`src/sv/ilir_pkg.sv`:
```
// Shared types and constants for the indexed list with insert and remove.
package ilir_pkg;

  localparam int unsigned MAX_ENTRIES_DEF = 1024;
  localparam int unsigned VALUE_BITS_DEF  = 32;

  localparam int unsigned POS_W    = 10;
  localparam int unsigned VAL_IO_W = 32;
  localparam int unsigned CNT_IO_W = 11;
  localparam int unsigned REQ_W    = 3;
  localparam int unsigned STS_W    = 2;

  typedef enum logic [REQ_W-1:0] {
    REQ_APPEND = 3'd0,
    REQ_INSERT = 3'd1,
    REQ_REMOVE = 3'd2,
    REQ_POP    = 3'd3,
    REQ_READ   = 3'd4,
    REQ_WRITE  = 3'd5
  } req_e;

  typedef enum logic [STS_W-1:0] {
    STS_OK    = 2'd0,
    STS_RANGE = 2'd1,
    STS_FULL  = 2'd2
  } sts_e;

  typedef enum logic [1:0] {
    OP_HOLD   = 2'd0,
    OP_WRITE  = 2'd1,
    OP_INSERT = 2'd2,
    OP_REMOVE = 2'd3
  } cell_op_e;

  typedef struct packed {
    logic     apply;
    cell_op_e op;
  } cell_cmd_t;

endpackage

```
`src/sv/ilir_cell.sv`:
```
// One storage cell of the list: holds one entry and one stage of the read-out chain.
module ilir_cell #(
  parameter int unsigned VALUE_BITS = ilir_pkg::VALUE_BITS_DEF,
  parameter int unsigned IDX_W      = 10,
  parameter int unsigned CELL_IDX   = 0
) (
  input  logic                   clk_i,
  input  ilir_pkg::cell_cmd_t    cmd_i,
  input  logic [IDX_W-1:0]       pos_i,
  input  logic [VALUE_BITS-1:0]  val_i,
  input  logic [VALUE_BITS-1:0]  left_i,
  input  logic [VALUE_BITS-1:0]  right_i,
  input  logic [VALUE_BITS-1:0]  rd_next_i,
  output logic [VALUE_BITS-1:0]  entry_o,
  output logic [VALUE_BITS-1:0]  rd_o
);
  import ilir_pkg::*;

  localparam logic [IDX_W-1:0] MyIdx = IDX_W'(CELL_IDX);

  logic [VALUE_BITS-1:0] entry_q;
  logic [VALUE_BITS-1:0] rd_q;
  logic                  hit;
  logic                  above;

  assign hit   = (pos_i == MyIdx);
  assign above = (MyIdx > pos_i);

  always_ff @(posedge clk_i) begin
    // The read-out chain passes the selected entry down toward cell zero.
    rd_q <= hit ? entry_q : rd_next_i;
    if (cmd_i.apply) begin
      case (cmd_i.op)
        OP_WRITE: begin
          if (hit) entry_q <= val_i;
        end
        OP_INSERT: begin
          if (hit) entry_q <= val_i;
          else if (above) entry_q <= left_i;
        end
        OP_REMOVE: begin
          if (hit || above) entry_q <= right_i;
        end
        default: ;
      endcase
    end
  end

  assign entry_o = entry_q;
  assign rd_o    = rd_q;

endmodule

```
`config.mk`:
```
export PLATFORM = sky130hd
export DESIGN_NAME = ilir_cell
export DESIGN_NICKNAME = d
export VERILOG_FILES = /design/src/sv/ilir_pkg.sv /design/src/sv/ilir_cell.sv
export SDC_FILE = /design/constraint.sdc
export NUM_CORES = 1
export LEC_CHECK = 0
export ABC_AREA = 1
export BUFFER_PORTS_ARGS = -buffer_cell sky130_fd_sc_hd__buf_2
export CAP_MARGIN = 20
export CORE_MARGIN = 3
export CORE_UTILIZATION = 44
export DETAILED_ROUTE_END_ITERATION = 7
export MAX_ROUTING_LAYER = met4
export PLACE_DENSITY = 0.89
export SKIP_CTS_REPAIR_TIMING = 1
export SLEW_MARGIN = 25
export SYNTH_ARGS = -nofsm -noshare
export SYNTH_HDL_FRONTEND = slang
export SYNTH_SLANG_ARGS = --single-unit
```
`constraint.sdc`:
```
create_clock -name clk_i -period 2.3 [get_ports clk_i]
set_input_delay 0.115 -clock clk_i [delete_from_list [all_inputs] [get_ports clk_i]]
set_output_delay 0.115 -clock clk_i [all_outputs]
set_load 0.005 [all_outputs]
```
* Word-level counts from Yosys, hierarchy flattened
Index checks and enable logic that the tools add are counted.
Word-level totals: output and inout bits 64, flip-flop bits (word level) 64, bits of input ports 142
Operators by class: mux-type cells 6, magnitude comparators 1, reduce and logical (&&, ||, !) cells 4, eq/ne operators 6
Operators by type and width (count):
- two-way mux 32 bit | 5
- one-hot mux 32 bit (3 select lines) | 1
- > comparator 1 x 10 -> 1 bit, first input constant | 1
- zero test 10 bit | 1
- AND reduction 5 bit | 1
- == test 2 bit, second input constant | 2
- != test 2 bit, second input constant | 2
- != test 3 bit, second input constant | 1
- nonzero test 3 bit | 1
- == test 2 x 1 -> 1 bit, second input constant | 1
- logical OR 1 bit | 1

* Depth between registers and ports, before layout
depth after elaboration 4, depth in mapped cells 7

* Worst setup path before layout
OpenSTA, ideal clock, no wires.
kind in2reg, from input port pos_i[4], to register entry_q[0], in the netlist entry_o[0] (enable), arrival 1.597 ns, data required time 1.905 ns, setup slack 0.307 ns, stages on the path 6, library setup time 0.395 ns, buffers on the path 1, path through nor2_2 > nand3_4 > nor2_8 > inv_4 > buf_6 > nor2_2
Between the ends: word-level cells in the longest chain between the ends 4, elaborated cells between the ends (all ways) 7
RTL lines:
- from (decl) | line ilir_cell.sv:9 | input logic [IDX_W-1:0] pos_i,
- > comparator 1 x 10 -> 1 bit or zero test 10 bit (tied branches) | line ilir_cell.sv:27, ilir_cell.sv:26
- logical OR 1 bit | line ilir_cell.sv:42 | if (hit || above) entry_q <= right_i;
- != test 2 bit (no line)
- AND reduction 5 bit (no line) (*)
- to (signal assigned) | line ilir_cell.sv:35 | if (hit) entry_q <= val_i;
- to (signal assigned) | line ilir_cell.sv:39 | else if (above) entry_q <= left_i;
- to (signal assigned) | line ilir_cell.sv:42
- to (decl) | line ilir_cell.sv:21 | logic [VALUE_BITS-1:0] entry_q;
Mark *: on every way between the ends. The rest lies on a longest branch, timed or not. A chain may end at the register's enable or synchronous reset.

* Final worst setup path
from input port pos_i[9], to register entry_q[15], in the netlist entry_o[15] (data pin)
Between the ends: word-level cells in the longest chain between the ends 3
RTL lines:
- zero test 10 bit | line ilir_cell.sv:26 | assign hit = (pos_i == MyIdx);
- two-way mux 32 bit | line ilir_cell.sv:38 | if (hit) entry_q <= val_i;
- one-hot mux 32 bit (3 select lines) | line ilir_cell.sv:33 | case (cmd_i.op)
- to (signal assigned) | line ilir_cell.sv:35
- to (signal assigned) | line ilir_cell.sv:38
- to (signal assigned) | line ilir_cell.sv:39
Every way passes these cells.

==> results.sh <==
export IMPL_pre_cts_slack_ps=449
export IMPL_ios=206
export IMPL_firstDrtPassIters=5
export IMPL_cp_cell_sequence="buf_2 -> nor2_1 -> nand2_2 -> inv_2 -> nand3_1 -> nand3_1 -> nand2_1"
export IMPL_fill_cells=662
export IMPL_design_area_sq_um=5040
export IMPL_port_buffers=205
export IMPL_p_per_area_nw_per_um2=518
export IMPL_worstHoldPathType="in -> reg"
export IMPL_cp_max_fo=32
export IMPL_postRouteAntennaNets=0
export IMPL_rsz0062_at_grt="no"
export IMPL_die_h_um=95.8
export IMPL_setup_viol=0
export IMPL_grtUsageTotal_pct=24.8
export IMPL_start_util_pct=45.7
export IMPL_violations="hold timing"
export IMPL_r2r_start="entry_o[6]$_DFFE_PP_"
export IMPL_synthCells=465
export IMPL_dp_cells=749
export IMPL_cp_required_ps=2390
export IMPL_wl_met3_um=982
export IMPL_cts_path_max_buffers=2
export IMPL_synth_seq_cells=64
export IMPL_path_delay_family="simple AND/OR/NAND/NOR gates"
export IMPL_numCtsBuffers=9
export IMPL_top_layer="met4"
export IMPL_final_instance_count_excl_fill=793
export IMPL_final_common_cell="buf_2"
export IMPL_root_buffer="clkbuf_8"
export IMPL_hold_viol=3
export IMPL_via_per_inst=5.04
export IMPL_power_total_mw=2.61
export IMPL_grt_pass1_vias=3660
export IMPL_syn_nets=607
export IMPL_power_leakage_nw=2.55
export IMPL_slowest_delay_ps=590
export IMPL_tns_ps=0
export IMPL_yosys_warnings=0
export IMPL_diodes=0
export IMPL_clk_pin_slew_ps=70
export IMPL_final_cell_mix="buf_2 (205), nand2_1 (129), nand3_1 (96), inv_1 (66), o21ai_0 (33)"
export IMPL_nNetsFinal=828
export IMPL_wl_um=11900
export IMPL_crit_type="in -> reg"
export IMPL_vias=3994
export IMPL_r2r_setup_slack_ps=1590
export IMPL_drc_errors=0
export IMPL_area_growth_pct=42.0
export IMPL_peakVddDrop_v=0.000261
export IMPL_r2r_end="rd_o[6]$_DFF_P_"
export IMPL_cts_tree="done"
export IMPL_multiInputGateArea_sq_um=1470
export IMPL_min_from="rd_next_i[25]"
export IMPL_start_kind="input pin"
export IMPL_place_area_sq_um=4560
export IMPL_yosysSeqAreaShare_pct=45.2
export IMPL_min_period_over_period_pct=65.6
export IMPL_whs_path_depth=3
export IMPL_worstMarginPinSlew_ps=602
export IMPL_relSlewSlack_pct=59.8
export IMPL_place_gp_congestion=0.876
export IMPL_min_to="rd_o[25]$_DFF_P_"
export IMPL_wl_met1_um=4420
export IMPL_critPathMostFrequentCell="nand3_1"
export IMPL_dieArea_sq_um=9170
export IMPL_clock_latency_ps=340
export IMPL_layout_setup_ws_ps=791
export IMPL_drive_above_1_share_pct=34.9
export IMPL_overflow=0
export IMPL_clkSinkCount=64
export IMPL_ys_types=20
export IMPL_synth_area_sq_um=3550
export IMPL_fmax_mhz=663
export IMPL_coreArea_sq_um=7770
export IMPL_hold_ws_ps=-13.3
export IMPL_slew_violations=0
export IMPL_antenna_found_initial=0
export IMPL_drv_cap=0
export IMPL_rows=32
export IMPL_grt_max_degree=36
export IMPL_seq_area_sq_um=1600
export IMPL_wl_met2_um=6140
export IMPL_status="complete, but fails checks"
export IMPL_utilization_pct=64.8
export IMPL_die_w_um=95.8
export IMPL_post_synth_cell_area_avg_sq_um=7.63
export IMPL_hpwl_um=8220
export IMPL_critPathSlowestCell="inv_2"
export IMPL_fin_skew_ps=8.56
export IMPL_layout_min_cycle_time_ps=1510
export IMPL_drt_iter0_drc=223
export IMPL_path_buf_inv=2
export IMPL_end_kind="register"
export IMPL_arrival_ps=1600
export IMPL_grt_pass1_wl_um=17000
export IMPL_ctsHtreeMaxLevel=3
export IMPL_rr_worst_depth=2
export IMPL_wl_per_cell_um=15.0
## worst max-delay path by stage
stage,cells past startpoint,end,startpoint,slack (ps)
floorplan,6,entry_o[0]$_DFFE_PP_,pos_i[4],310
global placement,7,entry_o[3]$_DFFE_PP_,pos_i[9],540
detailed placement,7,entry_o[29]$_DFFE_PP_,pos_i[6],450
CTS,7,entry_o[29]$_DFFE_PP_,pos_i[6],830
global route,7,entry_o[3]$_DFFE_PP_,pos_i[9],660
finish,7,entry_o[15]$_DFFE_PP_,pos_i[9],790
## cell usage after synthesis
cell type / number / area, sq um
inv_4: 1 / 6.26
buf_6: 9 / 101
nor2_8: 1 / 20.0
nor2_4: 1 / 11.3
buf_4: 6 / 45.0
buf_2: 12 / 60.1
nand3_1: 96 / 480
nand2_2: 1 / 6.26
o21bai_1: 32 / 240
nor2_1: 3 / 11.3
nand2_1: 129 / 484
inv_2: 1 / 3.75
inv_1: 66 / 248
o21ai_0: 33 / 165
buf_1: 1 / 3.75
dfxtp_1: 32 / 641
nor2_2: 4 / 25.0
nand3_4: 1 / 17.5
clkbuf_1: 4 / 15.0
edfxtp_1: 32 / 961
## sequential cells by signal, indices dropped and copies added (netlist names)
register and count:
entry_o 32, rd_o 32
## worst min-delay path: cells and delay by family
kind	cells	cell delay, ps
simple gates	2	80
buf+inv	1	90
## metal layers
| metal | vias to the layer above | GRT usage (%) |
|---|---|---|
| met3 | 32 | 4.61 |
| met5 | - | - |
| li1 | 1936 | - |
| met4 | 0 | 11.1 |
| met2 | 216 | 41.3 |
| met1 | 1810 | 29.0 |
## power breakdown
group          switching [mW]  internal (mW)  leakage, nW
Clock                   0.460          0.501       0.0960
Combinational           0.196          0.213         1.90
Sequential            0.00726           1.23        0.546
Total                   0.663           1.94         2.55
## final cells by class
| type | instances | area share (%) |
|---|---|---|
| sequential | 64 | 31.8 |
| inverter | 68 | 5.12 |
| clock inverter | 7 | 1.39 |
| tap | 102 | 2.53 |
| multi-input combinational | 301 | 29.2 |
| timing repair buffer | 242 | 27.5 |
| clock buffer | 9 | 2.46 |
## kinds of logic (layout without fill, tap and decap cells)
| kind of cell | count (synthesis) | after routing | share of synthesized area [%] |
|---|---|---|---|
| AO/OA/AOI/OAI | 65 | 65 | 11.4 |
| flip-flops | 64 | 64 | 45.2 |
| buffers and inverters | 100 | 326 | 13.6 |
| AND/OR/NAND/NOR | 236 | 236 | 29.8 |
No activity file was read; power rests on OpenSTA's default activity.
